### src/rtl/cmvig_pkg.sv
`timescale 1ns / 1ps
`default_nettype none

package cmvig_pkg;

  localparam int MAX_HORZ   = 64;
  localparam int MAX_CAP    = 32;
  localparam int DIV1_STEPS = 6;
  localparam int DIV2_STEPS = 17;
  localparam int NUM_LANES  = 3;
  localparam int SIN_LAT    = 6;
  // accept edge to the edge that samples done_o
  localparam int LATENCY    = DIV1_STEPS + 1 + DIV2_STEPS + SIN_LAT + 2;

  localparam logic REG_HORZ = 1'b0;
  localparam logic REG_CAP  = 1'b1;

  localparam logic FUNC_VERTEX = 1'b0;
  localparam logic FUNC_QUAD   = 1'b1;

  localparam logic [28:0] SIN_C1 = 29'd421657428;
  localparam logic [27:0] SIN_C3 = 28'd173399667;
  localparam logic [24:0] SIN_C5 = 25'd21392326;
  localparam logic [20:0] SIN_C7 = 21'd1214631;

  typedef enum logic [1:0] {
    RG_NONE,
    RG_MANTLE,
    RG_TOP,
    RG_BOTTOM
  } region_e;

  // one restoring-division lane: partial remainder, numerator bits still to
  // bring down, quotient so far, divisor
  typedef struct packed {
    logic [6:0]  rem;
    logic [16:0] num;
    logic [16:0] quo;
    logic [6:0]  den;
  } lane_t;

  typedef struct packed {
    logic        func;
    region_e     region;
    logic        w;
    logic [12:0] idx;
    logic [14:0] tu;
    logic [14:0] tv;
    logic [15:0] ca;
    logic [15:0] cb;
    logic [15:0] cc;
    logic [15:0] cd;
  } ctx_t;

  typedef struct packed {
    logic                  vld;
    ctx_t                  ctx;
    lane_t [NUM_LANES-1:0] lane;
  } cell_t;

endpackage

`default_nettype wire

### src/rtl/cmvig_sin.sv
`timescale 1ns / 1ps
`default_nettype none

module cmvig_sin import cmvig_pkg::*; (
  input  wire logic        clk_i,
  input  wire logic [15:0] phase_i,
  output logic signed [15:0] sin_o
);

  logic [1:0]  q1_q, q2_q, q3_q, q4_q, q5_q;
  logic [14:0] z1_q, z2_q, z3_q, z4_q, z5_q;
  logic [14:0] zs2_q, zs3_q, zs4_q;
  logic [24:0] t5_q;
  logic [27:0] t3_q;
  logic [28:0] t1_q;

  logic [30:0] zsq;
  logic [35:0] p3;
  logic [39:0] p4;
  logic [42:0] p5;
  logic [43:0] p6;
  logic [14:0] m;

  assign zsq = {16'b0, z1_q} * {16'b0, z1_q} + 31'd8192;
  assign p3  = SIN_C7 * zs2_q;
  assign p4  = t5_q * zs3_q;
  assign p5  = t3_q * zs4_q;
  assign p6  = t1_q * z5_q + 44'd134217728;
  assign m   = p6[42:28];

  always_ff @(posedge clk_i) begin
    // fold to a quarter wave
    q1_q  <= phase_i[15:14];
    z1_q  <= phase_i[14] ? (15'd16384 - {1'b0, phase_i[13:0]}) : {1'b0, phase_i[13:0]};
    q2_q  <= q1_q;
    z2_q  <= z1_q;
    zs2_q <= zsq[28:14];
    q3_q  <= q2_q;
    z3_q  <= z2_q;
    zs3_q <= zs2_q;
    t5_q  <= SIN_C5 - {3'b0, p3[35:14]};
    q4_q  <= q3_q;
    z4_q  <= z3_q;
    zs4_q <= zs3_q;
    t3_q  <= SIN_C3 - {2'b0, p4[39:14]};
    q5_q  <= q4_q;
    z5_q  <= z4_q;
    t1_q  <= SIN_C1 - p5[42:14];
    sin_o <= q5_q[1] ? $signed(16'd0 - {1'b0, m}) : $signed({1'b0, m});
  end

endmodule

`default_nettype wire

### config.mk
export PLATFORM = sky130hd
export DESIGN_NAME = cmvig_sin
export DESIGN_NICKNAME = d
export VERILOG_FILES = /design/src/rtl/cmvig_pkg.sv /design/src/rtl/cmvig_sin.sv
export SDC_FILE = /design/constraint.sdc
export NUM_CORES = 2
export LEC_CHECK = 0
export ABC_AREA = 0
export ABC_CLOCK_PERIOD_IN_PS = 8930
export BUFFER_PORTS_ARGS = -buffer_cell sky130_fd_sc_hd__buf_2
export CORE_MARGIN = 1
export CORE_UTILIZATION = 60
export CTS_BUF_LIST = sky130_fd_sc_hd__clkbuf_8
export DETAILED_ROUTE_END_ITERATION = 8
export PLACE_DENSITY_LB_ADDON = 0.12
export SLEW_MARGIN = 10
export SYNTH_ARGS = -nofsm -noshare
export SYNTH_HDL_FRONTEND = slang
export SYNTH_SLANG_ARGS = --single-unit
### constraint.sdc
create_clock -name clk_i -period 8.93 [get_ports clk_i]
set_clock_uncertainty 0.1 [all_clocks]
set_input_delay 0.893 -clock clk_i [delete_from_list [all_inputs] [get_ports clk_i]]
set_output_delay 0.893 -clock clk_i [all_outputs]
set_load 0.01 [all_outputs]
# Yosys cells after proc, flatten, opt, wreduce, memory -nomap -nowiden
# Cells that the tools add are included.
op_classes:
  addsub: 7
  multipliers: 5
  n_mux: 2
op_table:
  columns: ["cell", "count"]
  rows:
  - ["43-bit by 28-bit adder with 43-bit output (second input constant)", 1]
  - ["28-bit by 15-bit multiplier with 43-bit output", 1]
  - ["29-bit by 15-bit multiplier with 43-bit output", 1]
  - ["25-bit by 15-bit multiplier with 40-bit output", 1]
  - ["21-bit by 15-bit multiplier with 36-bit output (first input constant)", 1]
  - ["29-bit by 14-bit adder with 29-bit output (second input constant)", 1]
  - ["15-bit by 15-bit multiplier with 29-bit output", 1]
  - ["29-bit subtractor (first input constant)", 1]
  - ["28-bit by 26-bit subtractor with 28-bit output (first input constant)", 1]
  - ["25-bit by 22-bit subtractor with 25-bit output (first input constant)", 1]
  - ["1-bit by 15-bit subtractor with 16-bit output (first input constant)", 1]
  - ["15-bit two-way mux", 1]
  - ["15-bit by 14-bit subtractor with 15-bit output (first input constant)", 1]
  - ["14-bit two-way mux", 1]
word_totals:
  regBits: 228
  inputBits: 17
  output_inout_bits: 16
  elab_cells: 33

# Logic depth before layout (Yosys ltp)
logic_depth:
  word_depth: 4
  depth_mapped: 33
  depth_no_buf: 32

# Least setup slack after synthesis
# No wires, ideal clock.
synth_path:
  path_type: "flip-flop to flip-flop"
  startpoint: "register zs4_q[6]"
  endpoint: "register t1_q[28]"
  setup_ps: 121
  arrival_time_ps: 7129
  required_time_ps: 8709
  slack_ps: 1581
  path_stages_with_launch: 27
  path_buffers: 2
  period_less_slack_ps: 7349
  cell_sequence: "dfxtp_1 clkbuf_1 clkbuf_1 nand2_1 fa_1 fa_1 inv_1 fa_1 fa_1 fa_1 inv_1 fa_1 inv_1 ha_1 a21o_1 a21o_1 a221o_1 a22o_2 a31oi_4 o21bai_2 xnor2_1 o31a_1 o41a_1 o31ai_4 or3_1 o211ai_2 xnor2_1"
synth_via:
  elab_chain_cells: 2
synth_rtl:
  columns: ["element", "line", "source"]
  rows:
  - ["from (decl)", "cmvig_sin.sv:12", "logic [14:0] zs2_q, zs3_q, zs4_q;"]
  - ["from (signal assigned)", "cmvig_sin.sv:44", "zs4_q <= zs3_q;"]
  - ["28-bit by 15-bit multiplier with 43-bit output", "cmvig_sin.sv:27", "assign p5 = t3_q * zs4_q;"]
  - ["29-bit subtractor", "cmvig_sin.sv:48", "t1_q <= SIN_C1 - p5[42:14];"]
  - ["to (signal assigned)", "cmvig_sin.sv:48", null]
  - ["to (decl)", "cmvig_sin.sv:15", "logic [28:0] t1_q;"]
# Every way passes these cells.
# A chain may end at the register's enable or synchronous reset.

# Worst setup path after layout
layout_path:
  startpoint: "register zs4_q[9]"
  endpoint: "register t1_q[28]"
# The elaborated chain is that of the path after synthesis.

==> out/results.ini <==
[status]
status=completed

[clock_tree]
cts_tree=done
cts_max_level=2
ctsHoldBuffers=0
clockBufferDepth=3
cts_buffers=42
root_buffer=clkbuf_8
cts.repair.resized=0
clock_latency_ps=680
cts.sinks=221
post-cts-setup-buffers=0
clk_pin_slew_ps=60

[critical_path]
r2r_slack_ps=760
crit_family=adder cells
reg2reg_from=zs4_q[9]
path_max_fanout=28
critical_path.startpoint=zs4_q[9]
crit_chain=nand2_1 -> fa_1 -> inv_1 -> fa_1 -> fa_1 -> fa_1 -> fa_1 -> inv_1 -> fa_1 -> inv_1 -> ha_1 -> a21o_1 -> a21o_1 -> a221o_1 -> a22o_2 -> a31oi_4 -> o21bai_2 -> xnor2_1 -> o31a_1 -> o41a_1 -> o31ai_4 -> o21ai_1 -> o211ai_2 -> xnor2_1
critPathKind=flip-flop to flip-flop
critPathArrivalTime_ps=8640
slowest_delay_ps=1140
cp_num_buf_inv=3
critPathSlowestCell=dfxtp_1
worstPathRequired_ps=9400
critPathLaunchType=flip-flop
endpoint_kind=flip-flop
cp_common_cell=fa_1

[timing]
post-route-period-util=0.915
slew_viol_final=0
tns_ps=0
rsz0062_at_grt=false
setup_viol=0
slew_headroom=0.171
worstMarginPinSlew_ps=1240
layout_min_cycle_time_ps=8170
final-hold-violation-count=0
timing.fmax_ghz=0.122

[routing]
vias_per_cell=5.39
route.detailed.drc=0
ant_nets=0
drt_iter0_markers=1825
routed_wl_mm=123
wl_per_cell_um=17.5
vias=37800
dr.pass1.iters=5

[layout]
drive_above_1_share=0.0401
final_cell_mix=inv_1, fa_1, nand2_1
n_fill_cell=7736
final_common_cell=inv_1
final_nets=7581
areaGrowthSynthToFinish_pct=4.17

[floorplanning]
die_y_um=303
die_w_um=303
ios=33
fp-row-count=110
initial_core_util=0.606
dieArea_um2=91900
core-area_um2=89900

[job]
maxCapViolations=0

[grt]
grt_pass1_vias=41600
top_usage_layer=met2
antenna_found_initial=2
grt_usage=0.286
grt_max_degree=30
use_met3=0.0328
grt_use_met2=0.494
grt_remaining_overflow=0
grt_pass1_wl_mm=209
met1_usage=0.379

[synthesis]
synth_area_per_cell_um2=9.23
ys.warnings.count=0
synth_fp_nets=7670
ys_ff_latch=221
synth_enable_flop_cells=0
netlist_instances=5894
synth-async-reset-ratio=0
yosysUniqueCellTypes=98
synth_area_um2=54400
seq_area_frac_synth=0.0813
synth_flop_cell=dfxtp_1

[worst_hold_path]
min_path_type=flip-flop to flip-flop
min_from=z4_q[4]

[place]
dp_hpwl_mm=100
gp_congestion=0.894
portBuffers=32

==> synth_stat cells (all sizes together), types with 20 or more instances <==
cell	instances	area [um^2]
xnor2	125	1140
nor3	38	195
fa	1170	23400
inv	1367	5130
a21oi	94	485
o21a	23	173
and2	575	3600
dfxtp	221	4420
nand2	819	3070
nor2	93	352
nand3	33	170
nand2b	22	138
clkbuf	217	815
a21o	45	338
o21ai	80	419
ha	589	7370
nand4	20	131
xor2	65	577
==> metal layers <==
layer / vias to the layer above / part of all wire
li1: 17400 / -
met1: 19200 / 0.43
met3: 205 / 0.052
met5: - / 0
met2: 937 / 0.49
met4: 0 / 0.025
==> flip-flops by register name, summed over array words and instances, names as in the netlist <==
register	count
t1_q	29
q1_q	1
zs2_q	15
q3_q	1
t5_q	23
z3_q	15
z4_q	15
z1_q	15
q4_q	1
z2_q	15
t3_q	28
zs3_q	15
sin_o	16
q2_q	1
q5_q	1
z5_q	15
zs4_q	15
==> kinds of logic after synthesis <==
family | after synthesis | synth area share
AOI/OAI and AO/OA | 419 | 0.0558
buffers and inverters | 1596 | 0.110
DFF | 221 | 0.0813
and+or+nand+nor | 1703 | 0.154
adders and majority gates | 1759 | 0.566
muxes | 6 | 0.00115
xor gates and xnor gates | 190 | 0.0315
==> path summary, 6_finish.rpt <==
check,end,depth (start not counted)
worst min-delay path,z5_q[4],0
worst min register to register,z5_q[4],0
worst max register to register,t1_q[28],24
worst max-delay path,t1_q[28],24
==> layout make-up <==
| type | count | area [um^2] | area share |
|---|---|---|---|
| Antenna cell | 1 | 2.50 | 0.0000441 |
| Timing Repair Buffer | 96 | 641 | 0.0113 |
| Clock buffer | 50 | 688 | 0.0121 |
| Sequential cell | 221 | 4420 | 0.0780 |
| Clock inverter | 25 | 333 | 0.00587 |
| Tap cell | 1176 | 1470 | 0.0260 |
| Inverter | 1367 | 5130 | 0.0905 |
| Multi-Input combinational cell | 4077 | 44000 | 0.776 |
==> through the flow <==
stage / utilization / area (um^2) / hold slack [ps] / setup slack, ps / std cells
after floorplan: - / 54400 / 210 / 1580 / 5894
after global placement: 0.619 / 55700 / 210 / 944 / 6937
after detailed placement: 0.619 / 55700 / 212 / 794 / 6937
after CTS: 0.631 / 56700 / 186 / 747 / 7012
after global routing: 0.631 / 56700 / 227 / 259 / 7013
final: 0.631 / 56700 / 219 / 756 / 7013
Power is left out: the tool's default activity adds up to more than one toggle a clock period on the data nets, which glitch-free logic cannot reach.
