===== config.mk =====
export PLATFORM = sky130hd
export DESIGN_NAME = cmvig_div_cell
export DESIGN_NICKNAME = d
export VERILOG_FILES = /design/src/rtl/cmvig_pkg.sv /design/src/rtl/cmvig_div_cell.sv
export SDC_FILE = /design/constraint.sdc
export NUM_CORES = 1
export LEC_CHECK = 0
export ABC_AREA = 1
export BUFFER_PORTS_ARGS = -buffer_cell sky130_fd_sc_hd__buf_2
export CORE_AREA = 2 2 198 200
export DETAILED_ROUTE_END_ITERATION = 7
export DIE_AREA = 0 0 200 202
export GPL_TIMING_DRIVEN = 0
export HOLD_SLACK_MARGIN = 0.03
export PLACE_DENSITY = 0.45
export SKIP_LAST_GASP = 1
export SLEW_MARGIN = 20
export SYNTH_ARGS = -nofsm -noshare
export SYNTH_HDL_FRONTEND = slang
export SYNTH_SLANG_ARGS = --single-unit

===== constraint.sdc =====
create_clock -name clk_i -period 0.96 [get_ports clk_i]
set_input_delay 0.24 -clock clk_i [delete_from_list [all_inputs] [get_ports clk_i]]
set_output_delay 0.24 -clock clk_i [all_outputs]
set_load 0.01 [all_outputs]

===== src/rtl/cmvig_pkg.sv =====
`timescale 1ns / 1ps
`default_nettype none

package cmvig_pkg;

  localparam int MAX_HORZ   = 64;
  localparam int MAX_CAP    = 32;
  localparam int DIV1_STEPS = 6;
  localparam int DIV2_STEPS = 17;
  localparam int NUM_LANES  = 3;
  localparam int SIN_LAT    = 6;
  // accept edge to the edge that samples done_o
  localparam int LATENCY    = DIV1_STEPS + 1 + DIV2_STEPS + SIN_LAT + 2;

  localparam logic REG_HORZ = 1'b0;
  localparam logic REG_CAP  = 1'b1;

  localparam logic FUNC_VERTEX = 1'b0;
  localparam logic FUNC_QUAD   = 1'b1;

  localparam logic [28:0] SIN_C1 = 29'd421657428;
  localparam logic [27:0] SIN_C3 = 28'd173399667;
  localparam logic [24:0] SIN_C5 = 25'd21392326;
  localparam logic [20:0] SIN_C7 = 21'd1214631;

  typedef enum logic [1:0] {
    RG_NONE,
    RG_MANTLE,
    RG_TOP,
    RG_BOTTOM
  } region_e;

  // one restoring-division lane: partial remainder, numerator bits still to
  // bring down, quotient so far, divisor
  typedef struct packed {
    logic [6:0]  rem;
    logic [16:0] num;
    logic [16:0] quo;
    logic [6:0]  den;
  } lane_t;

  typedef struct packed {
    logic        func;
    region_e     region;
    logic        w;
    logic [12:0] idx;
    logic [14:0] tu;
    logic [14:0] tv;
    logic [15:0] ca;
    logic [15:0] cb;
    logic [15:0] cc;
    logic [15:0] cd;
  } ctx_t;

  typedef struct packed {
    logic                  vld;
    ctx_t                  ctx;
    lane_t [NUM_LANES-1:0] lane;
  } cell_t;

endpackage

`default_nettype wire


===== src/rtl/cmvig_div_cell.sv =====
`timescale 1ns / 1ps
`default_nettype none

module cmvig_div_cell import cmvig_pkg::*; (
  input  wire logic  clk_i,
  input  wire logic  rst_ni,
  input  wire cell_t cell_i,
  output cell_t      cell_o
);

  cell_t cell_d;

  always_comb begin
    logic [7:0] t;
    logic [7:0] diff;
    logic       ge;
    cell_d = cell_i;
    for (int l = 0; l < NUM_LANES; l++) begin
      t    = {cell_i.lane[l].rem, cell_i.lane[l].num[16]};
      diff = t - {1'b0, cell_i.lane[l].den};
      ge   = (t >= {1'b0, cell_i.lane[l].den});
      cell_d.lane[l].rem = ge ? diff[6:0] : t[6:0];
      cell_d.lane[l].num = {cell_i.lane[l].num[15:0], 1'b0};
      cell_d.lane[l].quo = {cell_i.lane[l].quo[15:0], ge};
    end
  end

  always_ff @(posedge clk_i or negedge rst_ni) begin
    if (!rst_ni) begin
      cell_o <= '0;
    end else begin
      cell_o <= cell_d;
    end
  end

endmodule

`default_nettype wire


Yosys cells after proc, flatten, opt, wreduce, memory -nomap -nowiden
Cells that the tools add are included.

Logic and storage cells: 32. Output and inout bits: 256. Input bits: 258. Flip-flop bits (word level): 253.

Magnitude comparators: 3. Add/sub/neg operators: 3. Multiplexer cells: 3.

Operators by type and width (count): $ge 8x7->1 (3); $mux 7 (3); $sub 7x7->7 (3).

Logic depth before layout (Yosys ltp)
Gate-level depths: netlist (run 1).

Depth after elaboration: 2. Depth in mapped cells: 11. Mapped depth without buffers: 11.

Least setup slack after synthesis (run 1)
Ideal clock, no wire load.

Kind: input -> register. Start point: input port cell_i[136] (netlist name). End point: register cell_o[142] (netlist name). Path slack: -0.583 ns. Buffers on the path: 0. Required time: 0.843 ns. Arrival: 1.426 ns. Setup time: 0.117 ns. Stages on the path: 11. Cells stage by stage: inv_1 > ha_1 > fa_1 > inv_1 > nand2_1 > nand2_1 > nand2_1 > o21ai_0 > nand2_1 > nand3_1 > nand2_1.

RTL lines: start: declaration (RTL line cmvig_div_cell.sv:7) `input wire cell_t cell_i,`; end signal: assignment (RTL line cmvig_div_cell.sv:32) `cell_o <= cell_d;`; end: declaration (RTL line cmvig_div_cell.sv:8) `output cell_t cell_o`.

Worst setup path after layout (run 1)
Start point: register cell_o[210] (netlist name). End point: output port cell_o[210] (netlist name).

No word-level cell between the ends.

==> run summary, run 1 <==
Clk network pwr share: 0.399
CTS Buf Count: 29
Fin. max-slew vios: 0
CP Max Fanout: 1
Hold_buf cts: 252
Io pins: 514
Synth-to-Final Area Change: 106%
Primary FF master, synth: dfrtp_1
Final instance count without filler cells: 1899
Top delay family on crit path: flip-flops
DIE WIDTH: 200 um
Async S/R FF share, synth: 1.00
Fmax: 725 MHz
Worst-Margin Slew: 0.675 ns
Tot Pwr: 27.1 mW
Drt initial violations: 199
Warnings, synthesis: 0
Hold Slack: -0.323 ns
Root buf cell: clkbuf_16
Max Cap Viol: 0
Starting density of the core: 0.205
Core area: 38300 sq um
Setup TNS: -85.90 ns
Final net count: 1639
Overflow after GRT: 0
Largest regs: cell_o x253
Via density: 3.77
Worst Path Buf+Inv: 1
Slowest CP cell: dfrtp_1
Largest vdd supply drop: 1.34 mV
Pre-CTS setup slack: -0.874 ns
Placer Congestion: 0.809
Most frequent cell after synthesis: dfrtp_1
P_int: 20.2 mW
Routed length per placed instance: 16.0 um
Largest net degree at the start of global routing: 92
Largest Register: cell_o
Yosys cell types: 20
Row count: 72
Die Span Y: 202 um
PwrDens: 1680 nW/um^2
First drt pass iteration count: 4
Synth area leaders: dfrtp_1, nand2_1, ha_1
Seq cells post-synth: 253
CTS clk-pin slew, worst paths: 0.06 ns
Critical path cell sequence: buf_6
HPWL Detailed: 20.7 mm
Max reg flops: 253
Total Routing Usage GR: 0.140
Register share of total power: 0.429
Final setup fails: 270
Synth top area share: 0.806
Commonest cells in the synthesized netlist: dfrtp_1, nand2_1, inv_1
Failing checks: hold timing, setup timing
Antenna violations before repair: 3
Worst path arrival time: 1.14 ns
Sw frac: 0.255
Critical setup path kind: reg2out
Share of layout cells above drive strength 1: 0.487
Final Cycle Share: 1.44
Outcome: finished with violations
Startpoint types: register
Synth area leader: dfrtp_1
Post-route ant nets: 0
Port Buffers: 507
Vias in the first global route: 7808
Leak pwr: 8.01 nW
Hold Fails Final Rpt: 82
Post-layout util: 0.422
Global-route wire length before repair: 43.3 mm
Critical Path Max Stage Delay: 0.43 ns
Part of the power in combinational logic: 0.172
Seq/Total Area, Yosys: 0.806
Worst Hold Class: in2async
Longest Clk Path Bufs: 3
Avg Inst Size Synth: 14.6 sq um
CP Data Required Time: 0.72 ns
Unrepaired setup endpoints after global routing: yes
Die area: 40400 sq um
Switching pwr: 6.91 mW
Number of synthesized flops with an enable pin: 0
CTS tree: built
Residual DRC: 0
Worst Setup End Kind: primary output
Tmin final: 1.38 ns
Drt total wl: 30.5 mm
CTS sink cnt: 253
Routed via count: 7167
H-tree levels: 1
Rel. slew slack: 0.550
Placed cell count: 1568
Setup ws final: -0.419 ns
Syn Std Cell Area: 7860 sq um
Mapped Cells: 539
-- metal layers --
metal  share of wire  routed length, um  GRT usage
met1            0.36              11000      0.150
met2            0.54              16500      0.265
met3           0.075               2290     0.0330
met4           0.023                688     0.0458
met5         0.00030                  9          0
-- path summary, 6_finish.rpt --
kind / cells after the start / endpoint / start / slack (ns)
worst max-delay path: 1 / cell_o[210] / cell_o[210] / -0.42
worst min-delay path: 1 / cell_o[83] / rst_ni / -0.32
max in group asynchronous: 2 / cell_o[136] / rst_ni / 0.34
min in group clk_i: 5 / cell_o[137] / cell_i[96] / 0.07
-- power by group through the flow --
stage / clock network [mW] / registers (mW) / logic, mW
2_1_floorplan: 0 / 12.1 / 0.811
3_3_place_gp: 0 / 11.7 / 2.96
3_5_place_dp: 0 / 11.7 / 3.00
4_1_cts: 11.2 / 11.6 / 4.33
5_1_grt: 11.6 / 11.7 / 5.06
6_report: 10.8 / 11.6 / 4.66
-- cells in the final DEF (no fill, tap or decap), types with 4 or more instances in the layout --
master,synthesis,layout
buf_2,0,362
dfrtp_1,253,253
dlygate4sd3_1,0,252
buf_6,0,141
nand2_1,105,74
inv_1,67,61
clkbuf_16,0,29
buf_4,3,24
nand2_2,0,22
nand3_2,0,17
nor2_1,16,16
nand3_1,32,12
nand2_4,0,9
nand3_4,3,9
ha_1,21,9
ha_4,0,7
nand4_1,6,6
xnor2_1,6,6
clkinv_2,0,6
clkbuf_1,0,6
ha_2,0,5
clkbuf_8,0,5
o21ai_1,6,4
buf_8,0,4
-- kinds of logic after synthesis --
| logic type | Yosys count | share of synthesized area |
|---|---|---|
| flip-flops | 253 | 0.806 |
| AND/OR/NAND/NOR | 168 | 0.0951 |
| buffers and inverters | 70 | 0.0349 |
| adder cells (fa/ha/maj) | 24 | 0.0411 |
| AO/OA/AOI/OAI | 15 | 0.0139 |
| XOR/XNOR | 8 | 0.00892 |
| other | 1 | 0.000477 |
-- cell type report --
type / instances / area [sq um]
flip-flops and latches: 253 / 6330
plain buffers: 3 / 22.5
inverters: 67 / 289
diodes: 2 / 5.00
well taps: 518 / 648
clock buffers: 40 / 817
clock inverters: 13 / 123
repair buffers: 782 / 6190
multi-input cells: 221 / 1720
fillers: 3528 / 22100
-- metrics by stage --
step           cell area [sq um]  hold WS, ns
2_1_floorplan               7980      -0.0556
3_5_place_dp               11200        0.297
6_report                   16200       -0.323
3_3_place_gp               11200        0.347
5_1_grt                    16200       -0.279
4_1_cts                    15500       -0.313
-- what timing repair did --
| action | 4_1_cts | 5_1_grt |
|---|---|---|
| pin swaps | 20 | 23 |
| gates resized for setup | 160 | 104 |
| setup buffers | 15 | 6 |
| setup endpoints to repair | 274 | 275 |
| endpoints found under the hold margin | 332 | 82 |
| cloned | 2 | 1 |
No activity file was read; power rests on OpenSTA's default activity.
==> run 2: changes to the inputs <==
Settings changed: CELL_PAD_IN_SITES_DETAIL_PLACEMENT from default to 2, CELL_PAD_IN_SITES_GLOBAL_PLACEMENT from default to 2, CORE_AREA 2 2 198 200 to 2 2 201 203, DIE_AREA 0 0 200 202 to 0 0 203 205, PLACE_DENSITY 0.45 to 0.66.
==> run 2 against run 1 <==
The run still ends with hold timing, setup timing left. Die area grew 3.0%. Critical path depth is the same. Combinational power grew 12%. Hold slack lost 0.17 ns. Total power grew 12%. First-iteration DRC count grew 23%. Sequential share of layout area shrank 1.3 points. Count of clock-buffer cells in the layout grew 8. Via count grew 5.9%. Final cell count grew 0.95%. Routed wire length grew 55%. Sequential cell count is the same. Critical endpoint is now cell_o[170].
==> run summary, run 2 (same netlist as run 1, synthesis figures left out) <==
Failing checks: hold timing, setup timing
Overflow after GRT: 0
Antenna violations before repair: 8
Most frequent cells in the layout: buf_2, dlygate4sd3_1, dfrtp_1, buf_6, nand2_1
H-tree levels: 1
Hold Slack: -0.493 ns
Worst Setup End Kind: primary output
Port Buffers: 507
Starting density of the core: 0.200
DIE WIDTH: 203 um
Global-route wire length before repair: 63.5 mm
Final Cycle Share: 1.47
Top delay family on crit path: flip-flops
Synth-to-Final Area Change: 112%
Drt initial violations: 244
Rel. slew slack: 0.649
Setup TNS: -94.71 ns
Fmax: 711 MHz
Core area: 39400 sq um
Hold Fails Final Rpt: 109
Setup ws final: -0.446 ns
Final std cell area, no fill: 16700 sq um
First drt pass iteration count: 4
CTS sink cnt: 253
Critical setup path kind: reg2out
Final net count: 1642
Total Routing Usage GR: 0.209
Max Cap Viol: 0
Max reg flops: 253
Most common cell after layout, fill and taps aside: buf_2
HPWL Detailed: 25.3 mm
Placer Congestion: 0.790
Leak pwr: 8.20 nW
Outcome: finished with violations
Critical path cell sequence: buf_6
Tot Pwr: 30.2 mW
Largest net degree at the start of global routing: 82
Largest regs: cell_o x253
Worst-Margin Slew: 0.526 ns
CTS tree: built
Slowest CP cell: dfrtp_2
Share of layout cells above drive strength 1: 0.499
Largest Register: cell_o
Io pins: 514
Die Span Y: 205 um
Final setup fails: 273
Critical Path Max Stage Delay: 0.44 ns
Routed via count: 7588
Routed length per placed instance: 24.6 um
Hold_buf cts: 253
Post-route ant nets: 0
Worst path arrival time: 1.17 ns
Root buf cell: clkbuf_16
Fin. max-slew vios: 0
Longest Clk Path Bufs: 3
CP Max Fanout: 1
Via density: 3.96
Die area: 41600 sq um
Worst Path Buf+Inv: 1
Drt total wl: 47.1 mm
Unrepaired setup endpoints after global routing: yes
Tmin final: 1.41 ns
CTS Buf Count: 31
Row count: 73
Placed Instance Area: 11300 sq um
CTS clk-pin slew, worst paths: 0.06 ns
Vias in the first global route: 9058
PwrDens: 1810 nW/um^2
Final instance count without filler cells: 1917
CP Data Required Time: 0.72 ns
Placed cell count: 1576
Largest vdd supply drop: 1.34 mV
Startpoint types: register
Residual DRC: 0
Worst Hold Class: in2async
run 2: changes by cell type in the layout (fill, tap and decap cells not counted), moves of 3 or more:
| cell | change |
|---|---|
| nand2_1 | -8 |
| ha_1 | -4 |
| clkbuf_1 | +3 |
| buf_6 | +30 |
| clkbuf_8 | +3 |
| bufinv_16 | +5 |
| clkinv_2 | -5 |
| diode_2 | +6 |
| buf_2 | -30 |
| nand2_2 | +7 |
run 2: path summary, 6_finish.rpt:
check | cells after the start | endpoint | from | slack [ns]
worst max-delay path | 1 | cell_o[170] | cell_o[170] | -0.45
worst min-delay path | 1 | cell_o[156] | rst_ni | -0.49
max in group asynchronous | 4 | cell_o[38] | rst_ni | 0.21
min in group clk_i | 4 | cell_o[7] | cell_i[47] | 0.05
run 2: power by group:
part	switching, mW	leakage (nW)	internal, mW	total (mW)
clock	5.08	0.553	8.20	13.3
combinational	2.52	4.70	2.72	5.24
sequential	0.379	2.95	11.3	11.7
total	7.99	8.20	22.2	30.2
run 2: final cells by class:
type,instances,area [sq um]
clock inverters,9,214
plain buffers,3,22.5
diodes,8,20.0
repair buffers,783,6440
flip-flops and latches,253,6330
well taps,525,657
fillers,3981,22700
inverters,67,289
clock buffers,48,920
multi-input cells,221,1800
run 2: timing repair:
| item | in CTS | in global routing |
|---|---|---|
| endpoints found under the setup margin | 314 | 275 |
| resized for setup | 223 | 124 |
| setup buffers | 14 | 5 |
| pin swaps | 20 | 25 |
| gates cloned | 2 | 2 |
| endpoints found under the hold margin | 359 | 109 |
run 2: metrics by stage:
stage | utilization | worst slack (ns) | hold WS, ns
finish | 0.424 | -0.446 | -0.493
global placement | 0.284 | -5.09 | 0.348
global route | 0.424 | -0.500 | -0.509
detailed placement | 0.286 | -0.951 | 0.120
floorplan | - | -0.500 | -0.0556
CTS | 0.408 | -0.494 | -0.519
run 2: metal layers:
metal | vias to the layer above | track usage | wire, um
met5 | - | 0 | 0
met4 | 0 | 0.0845 | 1800
met3 | 86 | 0.0466 | 2510
met2 | 300 | 0.408 | 26500
met1 | 3875 | 0.212 | 16300
li1 | 3327 | - | -
==> run 3: changes to the inputs <==
Settings changed: MAX_ROUTING_LAYER from default to met4, REMOVE_ABC_BUFFERS from default to 1.
==> run 3 against run 2 <==
Hold slack better by 0.14 ns. Final cell count down 0.16%. Final area down 1.3%. Clock power down 12%. Setup slack better by 0.020 ns. Highest routed layer unchanged. Sequential share of layout area up 0.51 points. Die area unchanged. Via count up 0.49%. Global-route usage up 1.3 points. Count of clock-buffer cells in the layout down 5. Sequential power about the same. Combinational power about the same. The run still ends with hold timing, setup timing left.
==> run summary, run 3 (same netlist as run 1, synthesis figures left out) <==
Slowest CP cell: dfrtp_2
Tmin final: 1.39 ns
Startpoint types: register
Largest regs: cell_o x253
First drt pass iteration count: 4
Die Span Y: 205 um
Top delay family on crit path: flip-flops
Via density: 3.98
CP Max Fanout: 1
Sw frac: 0.281
Worst Hold Class: in2async
Part of the power in combinational logic: 0.184
Register share of total power: 0.408
Final setup fails: 273
Max Cap Viol: 0
Vias in the first global route: 9036
Routed length per placed instance: 24.8 um
Unrepaired setup endpoints after global routing: yes
Max reg flops: 253
Total Routing Usage GR: 0.222
Fin. max-slew vios: 0
Critical path cell sequence: buf_6
CTS tree: built
Residual DRC: 0
CTS Buf Count: 30
Outcome: finished with violations
Core area: 39400 sq um
Final net count: 1638
Largest Register: cell_o
Hold_buf cts: 252
DIE WIDTH: 203 um
Hold Slack: -0.348 ns
Number of fill cells: 3961
Failing checks: hold timing, setup timing
Hold Fails Final Rpt: 64
H-tree levels: 1
Share of layout cells above drive strength 1: 0.508
Drt initial violations: 241
CP Data Required Time: 0.72 ns
Most frequent cells in the layout: buf_2, dlygate4sd3_1, dfrtp_1, buf_6, nand2_1
Worst Setup End Kind: primary output
Critical Path Max Stage Delay: 0.45 ns
HPWL Detailed: 25.6 mm
Largest net degree at the start of global routing: 100
Die area: 41600 sq um
Largest vdd supply drop: 1.09 mV
Root buf cell: clkbuf_16
Routed via count: 7625
Drt total wl: 47.4 mm
Synth-to-Final Area Change: 110%
Tot Pwr: 28.7 mW
Worst-Margin Slew: 0.576 ns
Post-route ant nets: 0
Port Buffers: 507
Setup ws final: -0.427 ns
Global-route wire length before repair: 65.0 mm
Worst Path Buf+Inv: 1
Placer Congestion: 0.787
Worst path arrival time: 1.15 ns
Clk network pwr share: 0.408
Rel. slew slack: 0.616
Overflow after GRT: 0
Critical setup path kind: reg2out
CTS clk-pin slew, worst paths: 0.06 ns
Starting density of the core: 0.200
PwrDens: 1740 nW/um^2
Final Cycle Share: 1.44
Leak pwr: 8.08 nW
Row count: 73
Io pins: 514
P_int: 20.6 mW
Longest Clk Path Bufs: 3
Most common cell after layout, fill and taps aside: buf_2
Antenna violations before repair: 8
Switching pwr: 8.05 mW
Fmax: 721 MHz
CTS sink cnt: 253
==> run 3: changes by cell type in the layout (fill, tap and decap cells not counted), moves of 4 or more <==
| cell | change |
|---|---|
| bufinv_16 | -5 |
| buf_4 | -5 |
| nand2_2 | +4 |
| buf_2 | +4 |
==> run 3: per-stage QoR <==
stage / setup TNS, ns / util / instance area, sq um / std cells / setup WS (ns)
2_1_floorplan: -12.81 / - / 7840 / 538 / -0.583
3_3_place_gp: -1304.10 / 0.280 / 11000 / 1570 / -5.11
3_5_place_dp: -59.12 / 0.282 / 11100 / 1572 / -1.01
4_1_cts: -98.83 / 0.404 / 15900 / 1901 / -0.474
5_1_grt: -105.52 / 0.418 / 16500 / 1913 / -0.478
6_report: -92.60 / 0.418 / 16500 / 1914 / -0.427
==> run 3: what timing repair did <==
| item | 4_1_cts | 5_1_grt |
|---|---|---|
| cloned | 3 | 0 |
| endpoints found under the hold margin | 314 | 64 |
| pin swaps | 33 | 33 |
| gates resized for setup | 265 | 109 |
| buffers inserted | 18 | 4 |
| endpoints found under the setup margin | 277 | 275 |
==> run 3: layout make-up <==
| class | count | area [sq um] | share of cell area |
|---|---|---|---|
| multi-input cells | 221 | 1840 | 0.112 |
| diodes | 9 | 22.5 | 0.00137 |
| clock buffers | 43 | 860 | 0.0522 |
| flip-flops and latches | 253 | 6330 | 0.384 |
| clock inverters | 13 | 129 | 0.00782 |
| inverters | 67 | 259 | 0.0157 |
| repair buffers | 783 | 6380 | 0.387 |
| well taps | 525 | 657 | 0.0399 |
==> run 3: path summary, 6_finish.rpt <==
check | startpoint | cells past startpoint | endpoint | slack (ns)
max in group asynchronous | rst_ni | 2 | cell_o[86] | 0.39
max | cell_o[218] | 1 | cell_o[218] | -0.43
min in group clk_i | cell_i[95] | 4 | cell_o[55] | 0.10
min | rst_ni | 1 | cell_o[80] | -0.35
==> run 3: power groups by stage <==
stage | Sequential (mW) | Clock, mW | Combinational, mW
5_1_grt | 11.7 | 12.5 | 5.63
6_report | 11.7 | 11.7 | 5.27
3_5_place_dp | 11.7 | 0 | 3.05
4_1_cts | 11.6 | 11.8 | 4.70
2_1_floorplan | 12.1 | 0 | 0.758
3_3_place_gp | 11.7 | 0 | 2.95
==> run 3: routing by layer <==
layer / wire length, um / GRT usage / part of all wire / vias to the layer above
met1: 16100 / 0.222 / 0.34 / 3878
met2: 26600 / 0.419 / 0.56 / 329
met5: 0 / - / 0 / -
met3: 2530 / 0.0439 / 0.053 / 93
met4: 2160 / 0.0923 / 0.046 / 0
li1: - / - / - / 3325
